## src/design/prsw_pkg.sv

```systemverilog
// ----------------------------------------------------------------------------
// prsw_pkg
// Shared types, codes and sizing constants for the partial-reliability
// stop-and-wait engine.
// ----------------------------------------------------------------------------
`default_nettype none

package prsw_pkg;

  // Size of the watched loss window.
  localparam int unsigned WINDOW = 10;

  // Window position and mark counter widths follow from the window size.
  localparam int unsigned POS_W = (WINDOW > 1) ? $clog2(WINDOW) : 1;
  localparam int unsigned CNT_W = $clog2(WINDOW + 1);

  // Fixed field widths.
  localparam int unsigned PCT_W    = 7;
  localparam int unsigned ACTION_W = 3;
  localparam int unsigned LCOUNT_W = 4;

  // Reset value of the tolerated loss percentage.
  localparam logic [PCT_W-1:0] PCT_RESET = PCT_W'(20);

  // Scale of the percentage compare: count * 100 > pct * WINDOW.
  localparam int unsigned PCT_SCALE = 100;
  localparam int unsigned CMP_W     = $clog2(PCT_SCALE * WINDOW + (1 << PCT_W) * WINDOW);

  // Request codes.
  typedef enum logic [1:0] {
    REQ_START   = 2'd0,
    REQ_REPLY   = 2'd1,
    REQ_TIMEOUT = 2'd2,
    REQ_DATA    = 2'd3
  } req_type_t;

  // Result action codes.
  typedef enum logic [ACTION_W-1:0] {
    ACT_TX      = 3'd0,
    ACT_RETX    = 3'd1,
    ACT_DONE    = 3'd2,
    ACT_DELIVER = 3'd3,
    ACT_DUP     = 3'd4
  } action_t;

  // One request beat as held in the input register.
  typedef struct packed {
    logic [1:0] req_type;
    logic       reply_ack_flag;
    logic       reply_ack_num;
    logic       rx_seq;
  } req_t;

  // One result beat.
  typedef struct packed {
    logic [ACTION_W-1:0] action;
    logic                seq_out;
    logic [LCOUNT_W-1:0] loss_count;
    logic                over_threshold;
  } rsp_t;

endpackage

`default_nettype wire

```

## src/design/prsw_req_if.sv

```systemverilog
// ----------------------------------------------------------------------------
// prsw_req_if
// Valid/ready channel carrying one request beat into the engine.
// ----------------------------------------------------------------------------
`default_nettype none

interface prsw_req_if;

  logic       valid;
  logic       ready;
  logic [1:0] req_type;
  logic       reply_ack_flag;
  logic       reply_ack_num;
  logic       rx_seq;

  modport source (
    output valid, req_type, reply_ack_flag, reply_ack_num, rx_seq,
    input  ready
  );

  modport sink (
    input  valid, req_type, reply_ack_flag, reply_ack_num, rx_seq,
    output ready
  );

endinterface

`default_nettype wire

```

## src/design/prsw_rsp_if.sv

```systemverilog
// ----------------------------------------------------------------------------
// prsw_rsp_if
// Valid/ready channel carrying one result beat out of the engine.
// ----------------------------------------------------------------------------
`default_nettype none

interface prsw_rsp_if;

  logic       valid;
  logic       ready;
  logic [2:0] action;
  logic       seq_out;
  logic [3:0] loss_count;
  logic       over_threshold;

  modport source (
    output valid, action, seq_out, loss_count, over_threshold,
    input  ready
  );

  modport sink (
    input  valid, action, seq_out, loss_count, over_threshold,
    output ready
  );

endinterface

`default_nettype wire

```

## src/design/prsw_core.sv

```systemverilog
// ----------------------------------------------------------------------------
// prsw_core
// Protocol state (sequence bit, loss window, count, retry flag, tolerance
// register) and the single-pass update that turns one request into a result.
// ----------------------------------------------------------------------------
`default_nettype none

module prsw_core (
  input  wire logic                          clk,
  input  wire logic                          rst_n,
  input  wire logic                          step,
  input  wire prsw_pkg::req_t                req,
  input  wire logic                          cfg_we,
  input  wire logic [prsw_pkg::PCT_W-1:0]    cfg_wdata,
  output prsw_pkg::rsp_t                     rsp
);
  import prsw_pkg::*;

  // Architectural state.
  logic                 seq_bit_r,  seq_bit_nxt;
  logic [WINDOW-1:0]    marks_r,    marks_nxt;
  logic [CNT_W-1:0]     marked_r,   marked_nxt;
  logic [POS_W-1:0]     pos_r,      pos_nxt;
  logic                 retry_r,    retry_nxt;
  logic [PCT_W-1:0]     pct_r;

  logic                 good;
  logic                 over;
  logic [CMP_W-1:0]     loss_scaled;
  logic [CMP_W-1:0]     limit_scaled;
  logic [ACTION_W-1:0]  action;
  logic                 seq_o;

  // Tolerance limit scaled by the window size.
  assign limit_scaled = CMP_W'(pct_r) * CMP_W'(WINDOW);

  // Next-state and result for the request in the input register.
  always_comb begin
    seq_bit_nxt = seq_bit_r;
    marks_nxt   = marks_r;
    marked_nxt  = marked_r;
    pos_nxt     = pos_r;
    retry_nxt   = retry_r;
    good        = 1'b0;
    action      = ACT_TX;
    seq_o       = seq_bit_r;

    unique case (req_type_t'(req.req_type))
      REQ_START: begin
        retry_nxt = 1'b0;
        action    = ACT_TX;
        seq_o     = seq_bit_r;
      end
      REQ_DATA: begin
        if (req.rx_seq == seq_bit_r) begin
          seq_bit_nxt = ~seq_bit_r;
          action      = ACT_DELIVER;
        end else begin
          action      = ACT_DUP;
        end
        seq_o = req.rx_seq;
      end
      default: begin
        // Reply or timeout: update the mark at the current window slot.
        good = (req_type_t'(req.req_type) == REQ_REPLY) && req.reply_ack_flag
               && (req.reply_ack_num == seq_bit_r);
        if (good) begin
          seq_bit_nxt = ~seq_bit_r;
          if (marks_r[pos_r]) begin
            marks_nxt[pos_r] = 1'b0;
            if (marked_r != '0) begin
              marked_nxt = marked_r - CNT_W'(1);
            end
          end
        end else if (!marks_r[pos_r] && !retry_r) begin
          marks_nxt[pos_r] = 1'b1;
          marked_nxt       = marked_r + CNT_W'(1);
        end
        seq_o = seq_bit_nxt;
      end
    endcase

    // The loss compare always looks at the count after the update.
    loss_scaled = CMP_W'(marked_nxt) * CMP_W'(PCT_SCALE);
    over        = loss_scaled > limit_scaled;

    // Reply or timeout decides between retransmission and completion.
    if (req_type_t'(req.req_type) == REQ_REPLY ||
        req_type_t'(req.req_type) == REQ_TIMEOUT) begin
      if (over) begin
        retry_nxt = 1'b1;
        action    = ACT_RETX;
      end else begin
        retry_nxt = 1'b0;
        action    = ACT_DONE;
        pos_nxt   = (pos_r == POS_W'(WINDOW - 1)) ? '0 : pos_r + POS_W'(1);
      end
    end
  end

  assign rsp.action         = action;
  assign rsp.seq_out        = seq_o;
  assign rsp.loss_count     = LCOUNT_W'(marked_nxt);
  assign rsp.over_threshold = over;

  // State registers advance once per processed beat.
  always_ff @(posedge clk) begin
    if (!rst_n) begin
      seq_bit_r <= 1'b0;
      marks_r   <= '0;
      marked_r  <= '0;
      pos_r     <= '0;
      retry_r   <= 1'b0;
    end else if (step) begin
      seq_bit_r <= seq_bit_nxt;
      marks_r   <= marks_nxt;
      marked_r  <= marked_nxt;
      pos_r     <= pos_nxt;
      retry_r   <= retry_nxt;
    end
  end

  // Tolerance register.
  always_ff @(posedge clk) begin
    if (!rst_n) begin
      pct_r <= PCT_RESET;
    end else if (cfg_we) begin
      pct_r <= cfg_wdata;
    end
  end

endmodule

`default_nettype wire

```

## src/design/partial_reliability_stop_and_wait.sv

```systemverilog
// ----------------------------------------------------------------------------
// partial_reliability_stop_and_wait
// Alternating-bit stop-and-wait engine with a windowed loss tolerance.
// A request beat is captured in the input register, goes through the single-pass
// update into the result register and is presented from there. Throughput: one
// request per cycle while the result channel does not stall; the input register
// and the result register each pass one beat per cycle through the update.
// Reset (rst_n low, synchronous): both registers empty, sequence bit 0,
// loss window and count cleared, tolerance back to 20 percent.
// ----------------------------------------------------------------------------
`default_nettype none

module partial_reliability_stop_and_wait (
  input  wire logic                       clk,
  input  wire logic                       rst_n,
  prsw_req_if.sink                        in_ch,
  prsw_rsp_if.source                      out_ch,
  input  wire logic                       cfg_we,
  input  wire logic [prsw_pkg::PCT_W-1:0] cfg_wdata
);
  import prsw_pkg::*;

  logic   s1_v_r, s1_v_nxt;
  req_t   s1_r;
  logic   out_v_r, out_v_nxt;
  rsp_t   out_r;
  rsp_t   core_rsp;
  logic   go;
  logic   in_fire;

  // The input register moves into the result register when that one is free.
  assign go      = s1_v_r && (!out_v_r || out_ch.ready);
  assign in_ch.ready = !s1_v_r || go;
  assign in_fire = in_ch.valid && in_ch.ready;

  prsw_core u_core (
    .clk       (clk),
    .rst_n     (rst_n),
    .step      (go),
    .req       (s1_r),
    .cfg_we    (cfg_we),
    .cfg_wdata (cfg_wdata),
    .rsp       (core_rsp)
  );

  // Valid flags of the two registers.
  always_comb begin
    s1_v_nxt  = in_fire ? 1'b1 : (go ? 1'b0 : s1_v_r);
    out_v_nxt = go ? 1'b1 : ((out_v_r && out_ch.ready) ? 1'b0 : out_v_r);
  end

  always_ff @(posedge clk) begin
    if (!rst_n) begin
      s1_v_r  <= 1'b0;
      out_v_r <= 1'b0;
    end else begin
      s1_v_r  <= s1_v_nxt;
      out_v_r <= out_v_nxt;
    end
  end

  // Payload registers.
  always_ff @(posedge clk) begin
    if (in_fire) begin
      s1_r.req_type       <= in_ch.req_type;
      s1_r.reply_ack_flag <= in_ch.reply_ack_flag;
      s1_r.reply_ack_num  <= in_ch.reply_ack_num;
      s1_r.rx_seq         <= in_ch.rx_seq;
    end
    if (go) begin
      out_r <= core_rsp;
    end
  end

  assign out_ch.valid          = out_v_r;
  assign out_ch.action         = out_r.action;
  assign out_ch.seq_out        = out_r.seq_out;
  assign out_ch.loss_count     = out_r.loss_count;
  assign out_ch.over_threshold = out_r.over_threshold;

  // A retransmission is only ever issued over the threshold.
  a_retx_over: assert property (@(posedge clk) disable iff (!rst_n)
    out_ch.valid && out_ch.action == ACT_RETX |-> out_ch.over_threshold)
    else $error("retransmit issued below the loss threshold");

  // A finished message is only reported at or under the threshold.
  a_done_under: assert property (@(posedge clk) disable iff (!rst_n)
    out_ch.valid && out_ch.action == ACT_DONE |-> !out_ch.over_threshold)
    else $error("message finished while over the loss threshold");

  // A held request waits unchanged in the input register while the output stalls.
  a_s1_hold: assert property (@(posedge clk) disable iff (!rst_n)
    s1_v_r && !go |=> s1_v_r && $stable(s1_r))
    else $error("pending request lost or changed during a stall");

  // The count never exceeds the window size.
  a_count_range: assert property (@(posedge clk) disable iff (!rst_n)
    out_ch.valid |-> out_ch.loss_count <= LCOUNT_W'(WINDOW))
    else $error("loss count beyond window size");

endmodule

`default_nettype wire

```

## src/flat_wrapper.sv

```systemverilog
// flat-port wrapper written by rule: the top's interface ports become plain ports
module partial_reliability_stop_and_wait_flat import prsw_pkg::*;
  (clk, rst_n, cfg_we, cfg_wdata, in_ch_valid, in_ch_req_type, in_ch_reply_ack_flag, in_ch_reply_ack_num, in_ch_rx_seq, in_ch_ready, out_ch_valid, out_ch_action, out_ch_seq_out, out_ch_loss_count, out_ch_over_threshold, out_ch_ready);
  prsw_req_if in_ch_i ();
  prsw_rsp_if out_ch_i ();
  input  wire logic clk;
  input  wire logic rst_n;
  input  wire logic cfg_we;
  input  wire logic [prsw_pkg::PCT_W-1:0] cfg_wdata;
  input wire logic [$bits(in_ch_i.valid)-1:0] in_ch_valid;
  input wire logic [$bits(in_ch_i.req_type)-1:0] in_ch_req_type;
  input wire logic [$bits(in_ch_i.reply_ack_flag)-1:0] in_ch_reply_ack_flag;
  input wire logic [$bits(in_ch_i.reply_ack_num)-1:0] in_ch_reply_ack_num;
  input wire logic [$bits(in_ch_i.rx_seq)-1:0] in_ch_rx_seq;
  output wire logic [$bits(in_ch_i.ready)-1:0] in_ch_ready;
  output wire logic [$bits(out_ch_i.valid)-1:0] out_ch_valid;
  output wire logic [$bits(out_ch_i.action)-1:0] out_ch_action;
  output wire logic [$bits(out_ch_i.seq_out)-1:0] out_ch_seq_out;
  output wire logic [$bits(out_ch_i.loss_count)-1:0] out_ch_loss_count;
  output wire logic [$bits(out_ch_i.over_threshold)-1:0] out_ch_over_threshold;
  input wire logic [$bits(out_ch_i.ready)-1:0] out_ch_ready;
  assign in_ch_i.valid = in_ch_valid;
  assign in_ch_i.req_type = in_ch_req_type;
  assign in_ch_i.reply_ack_flag = in_ch_reply_ack_flag;
  assign in_ch_i.reply_ack_num = in_ch_reply_ack_num;
  assign in_ch_i.rx_seq = in_ch_rx_seq;
  assign in_ch_ready = in_ch_i.ready;
  assign out_ch_valid = out_ch_i.valid;
  assign out_ch_action = out_ch_i.action;
  assign out_ch_seq_out = out_ch_i.seq_out;
  assign out_ch_loss_count = out_ch_i.loss_count;
  assign out_ch_over_threshold = out_ch_i.over_threshold;
  assign out_ch_i.ready = out_ch_ready;
  partial_reliability_stop_and_wait u_core (.clk(clk), .rst_n(rst_n), .in_ch(in_ch_i), .out_ch(out_ch_i), .cfg_we(cfg_we), .cfg_wdata(cfg_wdata));
endmodule
```

## config.mk

```make
export PLATFORM = sky130hd
export DESIGN_NAME = partial_reliability_stop_and_wait_flat
export DESIGN_NICKNAME = d
export VERILOG_FILES = /design/src/design/prsw_pkg.sv /design/src/design/prsw_req_if.sv /design/src/design/prsw_rsp_if.sv /design/src/design/prsw_core.sv /design/src/design/partial_reliability_stop_and_wait.sv /design/src/flat_wrapper.sv
export SDC_FILE = /design/constraint.sdc
export NUM_CORES = 1
export LEC_CHECK = 0
export BUFFER_PORTS_ARGS = -buffer_cell sky130_fd_sc_hd__buf_2
export CAP_MARGIN = 20
export CORE_AREA = 2 2 65 83
export DETAILED_ROUTE_END_ITERATION = 10
export DIE_AREA = 0 0 67 85
export HOLD_SLACK_MARGIN = 0.08
export PLACE_DENSITY = 0.76
export SLEW_MARGIN = 20
export SYNTH_ARGS = -nofsm -noshare
export SYNTH_HDL_FRONTEND = slang
export SYNTH_SLANG_ARGS = --single-unit
```

## constraint.sdc

```tcl
create_clock -name clk -period 6.3 [get_ports clk]
set_input_delay 0.63 -clock clk [delete_from_list [all_inputs] [get_ports clk]]
set_output_delay 0.63 -clock clk [all_outputs]
set_load 0.02 [all_outputs]
```

==> results of run 1 <==
-- stage by stage --
step,worst slack (ns),power (mW),cells,hold WS [ns]
floorplan,1.25,0.415,297,0.435
global route,0.0539,0.711,384,0.485
global placement,0.789,0.443,376,0.448
finish,0.573,0.682,384,0.469
detailed placement,0.665,0.446,376,0.459
CTS,0.624,0.682,384,0.470
-- logic make-up after synthesis --
family	after synthesis	share of synthesized area
adders and majority gates	33	0.154
DFF	43	0.361
and+or+nand+nor	87	0.150
muxes	16	0.0628
buffers and inverters	29	0.0442
xor gates and xnor gates	11	0.0348
AOI/OAI and AO/OA	78	0.192
-- layout make-up --
type                            instances  area [um^2]
Clock buffer                            7         97.6
Timing Repair Buffer                   27          135
Multi-Input combinational cell        225         1660
Clock inverter                          1         30.0
Tap cell                               62         77.6
Fill cell                             448         1870
Inverter                               19         71.3
Sequential cell                        43         1000
-- cells in the mapped netlist, types with 3 or more instances --
cell type,instances
ha_1,31
dfxtp_1,29
nand2_1,27
a21oi_1,22
nor2_1,20
o21ai_0,19
inv_1,18
edfxtp_1,14
mux2i_1,14
nand3_1,8
and2_1,7
nor2b_1,7
clkbuf_1,6
xnor2_1,6
a21o_1,5
a311oi_1,5
xor2_1,5
nand2b_1,4
nand4_1,4
nor3_1,4
a221oi_1,3
o22ai_1,3
-- power breakdown --
group	total, mW	switching [mW]	internal [mW]
registers	0.309	0.0101	0.299
logic	0.133	0.0814	0.0519
clock network	0.240	0.0974	0.143
total	0.682	0.189	0.493
-- metal layers --
metal / GRT usage / up-vias
met3: 0.0371 / 9
li1: - / 1128
met5: 0 / -
met4: 0.0557 / 0
met1: 0.267 / 1052
met2: 0.379 / 37
-- tightest hold or removal path: cells and delay by family, from the launching register on --
kind | cells | cell delay [ns]
muxes | 1 | 0.06
and+or+nand+nor | 1 | 0.05
DFF | 1 | 0.32
-- worst paths after layout --
path | start | slack (ns) | end
min reg2reg | flop | 0.47 | flop
min | flop | 0.47 | flop
max | u_core.u_core.marked_r[0] | 0.57 | u_core.u_core.pos_r[1]
max reg2reg | u_core.u_core.marked_r[0] | 0.57 | u_core.u_core.pos_r[1]
==> impl_metrics.json, run 1 <==
{
  "cts_tree": "done",
  "hold_depth": 2,
  "synth_area_um2": 2770,
  "crit_chain": "inv_1, ha_1, nor2b_1, a21oi_1, nand2_1, o41ai_1, a21oi_1, a31oi_1, ha_1, ha_1, ha_1, a31oi_1, xnor2_1, ha_1, and4_1, nand2_1, a311o_1, a221oi_1, o32ai_2, or4_1, a21oi_1",
  "crit_buf_inv": 1,
  "endpoint_kind": "flop",
  "hold_viol_final": 0,
  "setup_tns_ns": 0,
  "crit_top_cell": "ha_1",
  "p_leak_nw": 1.34,
  "final_core_util": 0.622,
  "insertion_delay_ns": 0.30,
  "die_w_um": 67,
  "diodes": 0,
  "wire_per_inst_um": 14.9,
  "synth_top_area_cell": "dfxtp_1",
  "met3_length_um": 159,
  "drt-initial-drc-count": 141,
  "grt_max_degree": 19,
  "synth_warnings": 0,
  "met1_length_mm": 2.40,
  "rsz0062_at_grt": "no",
  "area_delta_synth_final_pct": 10.7,
  "synth_area_leaders": "dfxtp_1, edfxtp_1, ha_1, mux2i_1, a21oi_1",
  "fin_area_um2": 3070,
  "dr_total_vias": 2226,
  "synth-seq-area-share": 0.361,
  "synth_seq_cells": 43,
  "required_ns": 6.51,
  "postRouteAntennaNets": 0,
  "powerDensity_nw_per_um2": 222,
  "worstMarginPinSlew_ns": 0.674,
  "io_pins": 28,
  "synthArstFlopShare": 0,
  "crit_fanout": 11,
  "clock_sinks": 43,
  "gr-usage-all-layers": 0.215,
  "critPathTopFamily": "compound AO/OA/AOI/OAI gates",
  "startpoint_type": "flop",
  "grt_overflow_total": 0,
  "post_cts_buffers": 0,
  "grt_first_pass_wirelength_mm": 9.65,
  "crit_arrival_ns": 5.94,
  "gp_congestion": 0.819,
  "dieArea_um2": 5700,
  "highest_layer": "met4",
  "fin_nets": 371,
  "antenna_found_initial": 0,
  "placed_cell_area_um2": 2930,
  "cpPeakStageDelay_ns": 0.55,
  "drive_gt1_frac": 0.130,
  "hold_class": "reg -> reg",
  "wl_met2_mm": 3.10,
  "status": "completed",
  "portBuffers": 27,
  "syn_inst": 297,
  "cts_root_buf": "clkbuf_8",
  "synth-edff-count": 14,
  "synth_cell_types": 53,
  "crit_path_top_delay_cell": "dfxtp_1",
  "ir_worst_vdd_mv": 0.187,
  "period_needed_ns": 5.73,
  "initial_utilization": 0.562,
  "core-area_um2": 4930,
  "numCtsBuffers": 5,
  "yosysTopAreaCellShare": 0.209,
  "grt_pass1_vias": 2137,
  "syn_area_per_cell_um2": 9.33,
  "r2r_cells": 21,
  "cts.clk_slew.worst_paths_ns": 0.08,
  "via_per_inst": 5.80,
  "die_h_um": 85,
  "synth_nets": 347,
  "cts-hold-fix-buffers": 0,
  "synth_ff_type": "dfxtp_1",
  "cts.path.max_buffers": 2,
  "drv_slew": 0,
  "drc": 0,
  "dr.pass1.iters": 4,
  "criticalPathCategory": "reg -> reg",
  "row_count": 29,
  "finalClockSkew_ns": 0.00558,
  "cap_violations": 0,
  "cts_resized": 0,
  "h-tree-depth": 2,
  "crit_cells": 21,
  "final_common_cell": "ha_1",
  "setup_viol": 0,
  "finalCritPeriodShare": 0.909,
  "max_freq_mhz": 175,
  "hpwlAfterDp_mm": 4.38,
  "wl_mm": 5.72,
  "most-common-layout-cells": "ha_1, dfxtp_1, nand2_1, buf_2, a21oi_1",
  "slew_headroom": 0.551
}
(Power assumes the default switching activity.)
==> run 2: changes to the inputs <==
--- a/config.mk
+++ b/config.mk
@@ -7,11 +7,11 @@
 export LEC_CHECK = 0
 export BUFFER_PORTS_ARGS = -buffer_cell sky130_fd_sc_hd__buf_2
 export CAP_MARGIN = 20
-export CORE_AREA = 2 2 65 83
+export CORE_AREA = 2 2 73 75
 export DETAILED_ROUTE_END_ITERATION = 10
-export DIE_AREA = 0 0 67 85
+export DIE_AREA = 0 0 75 77
 export HOLD_SLACK_MARGIN = 0.08
-export PLACE_DENSITY = 0.76
+export PLACE_DENSITY = 0.75
 export SLEW_MARGIN = 20
 export SYNTH_ARGS = -nofsm -noshare
 export SYNTH_HDL_FRONTEND = slang
==> impl_metrics.json, run 2 (synthesis results as in run 1) <==
{
  "portBuffers": 27,
  "diodes": 0,
  "hold_viol_final": 0,
  "fin_hold_ws_ns": 0.470,
  "hold_class": "reg -> reg",
  "dr.pass1.iters": 4,
  "drc": 0,
  "die_h_um": 77,
  "crit_top_cell": "ha_1",
  "finalCritPeriodShare": 0.900,
  "dr_total_vias": 2226,
  "status": "completed",
  "max_freq_mhz": 176,
  "insertion_delay_ns": 0.30,
  "die_w_um": 75,
  "crit_path_top_delay_cell": "dfxtp_1",
  "antenna_found_initial": 0,
  "pre_cts_slack_ns": 0.666,
  "slew_headroom": 0.513,
  "rsz0062_at_grt": "no",
  "gr-usage-all-layers": 0.208,
  "power_frac_seq": 0.503,
  "critPathTopFamily": "compound AO/OA/AOI/OAI gates",
  "power.switching_mw": 0.187,
  "core-area_um2": 4980,
  "p_int_mw": 0.428,
  "worstMarginPinSlew_ns": 0.730,
  "worst_slack_ns": 0.630,
  "finalClockSkew_ns": 0.0150,
  "criticalPathCategory": "reg -> reg",
  "startpoint": "u_core.u_core.pos_r[1]",
  "crit_buf_inv": 0,
  "crit_arrival_ns": 5.89,
  "row_count": 26,
  "final_core_util": 0.610,
  "period_needed_ns": 5.67,
  "grt_first_pass_wirelength_mm": 9.36,
  "required_ns": 6.52,
  "p_leak_nw": 1.32,
  "fin_nets": 371,
  "initial_utilization": 0.557,
  "grt_overflow_total": 0,
  "hpwlAfterDp_mm": 4.16,
  "grt_max_degree": 19,
  "crit_fanout": 13,
  "cts_resized": 0,
  "drt-initial-drc-count": 227,
  "swShare": 0.304,
  "cts.path.max_buffers": 2,
  "endpoint_kind": "flop",
  "cts_tree": "done",
  "grt_pass1_vias": 2044,
  "powerDensity_nw_per_um2": 203,
  "wire_per_inst_um": 14.0,
  "numCtsBuffers": 5,
  "post_cts_buffers": 0,
  "drive_gt1_frac": 0.130,
  "clock_sinks": 43,
  "pwr-share-clk": 0.281,
  "drv_slew": 0,
  "cpPeakStageDelay_ns": 0.60,
  "io_pins": 28,
  "startpoint_type": "flop",
  "postRouteAntennaNets": 0,
  "cts-hold-fix-buffers": 0,
  "comb_power_share": 0.216,
  "cap_violations": 0,
  "final_common_cell": "ha_1",
  "most-common-layout-cells": "ha_1, dfxtp_1, nand2_1, buf_2, a21oi_1",
  "ir_worst_vdd_mv": 0.155,
  "via_per_inst": 5.68,
  "setup_viol": 0,
  "r2r_start": "u_core.u_core.pos_r[1]",
  "gp_congestion": 0.890,
  "h-tree-depth": 2,
  "cts.clk_slew.worst_paths_ns": 0.09,
  "dieArea_um2": 5780,
  "area_delta_synth_final_pct": 9.48,
  "cts_root_buf": "clkbuf_8",
  "nFillCells": 429,
  "crit_chain": "mux4_2, o21bai_4, o21a_1, nand4_1, o41ai_1, a21oi_1, a31oi_1, ha_1, ha_1, ha_1, a31oi_1, xnor2_1, ha_1, and4_1, nand2_1, a311o_1, a221oi_1, o32ai_2, or4_1, a21oi_1",
  "wl_mm": 5.48,
  "setup_tns_ns": 0
}
-- run 2: cell count changes in the layout (fill, tap and decap cells not counted), sizes merged --
cell / change
inv: +1
bufinv: -1
clkinv: +1
clkbuf: -1
-- run 2: path summary, 6_finish.rpt --
| path | cells after the start | slack, ns | end |
|---|---|---|---|
| worst max register to register | 20 | 0.63 | u_core.u_core.pos_r[1] |
| worst min register to register | 2 | 0.47 | flop |
| worst min-delay path | 2 | 0.47 | flop |
| worst max-delay path | 20 | 0.63 | u_core.u_core.pos_r[1] |
-- run 2: final cells by class --
| type | instances | area, um^2 | area share |
|---|---|---|---|
| Timing Repair Buffer | 27 | 135 | 0.0445 |
| Inverter | 19 | 71.3 | 0.0235 |
| Clock buffer | 6 | 72.6 | 0.0239 |
| Tap cell | 70 | 87.6 | 0.0289 |
| Multi-Input combinational cell | 225 | 1660 | 0.546 |
| Clock inverter | 2 | 11.3 | 0.00371 |
| Sequential cell | 43 | 1000 | 0.330 |
-- run 2: worst reg2reg max path, delay by kind of cell, from the launching register on --
family,cells,cell delay (ns)
AO/OA/AOI/OAI,10,2.21
adder cells (fa/ha/maj),4,1.13
AND/OR/NAND/NOR,4,0.96
multiplexers,1,0.61
flip-flops,1,0.60
XOR/XNOR,1,0.09
-- run 2: power by group through the flow --
stage | Combinational, mW | Clock (mW) | Sequential, mW
6_report | 0.133 | 0.173 | 0.309
5_1_grt | 0.150 | 0.186 | 0.311
4_1_cts | 0.132 | 0.176 | 0.309
3_5_place_dp | 0.131 | 0 | 0.315
3_3_place_gp | 0.127 | 0 | 0.315
2_1_floorplan | 0.0991 | 0 | 0.316
-- run 2: through the flow --
| stage | std cells | area (um^2) | total power, mW |
|---|---|---|---|
| floorplan | 297 | 2770 | 0.415 |
| global placement | 384 | 2940 | 0.442 |
| detailed placement | 384 | 2940 | 0.445 |
| CTS | 392 | 3030 | 0.616 |
| global route | 392 | 3030 | 0.648 |
| finish | 392 | 3030 | 0.615 |
-- run 2: per-layer routing --
metal,track usage,vias up,wire [um]
li1,-,1128,-
met1,0.299,1021,2560
met2,0.318,75,2500
met3,0.0460,2,391
met4,0.0429,0,27
met5,0,-,0
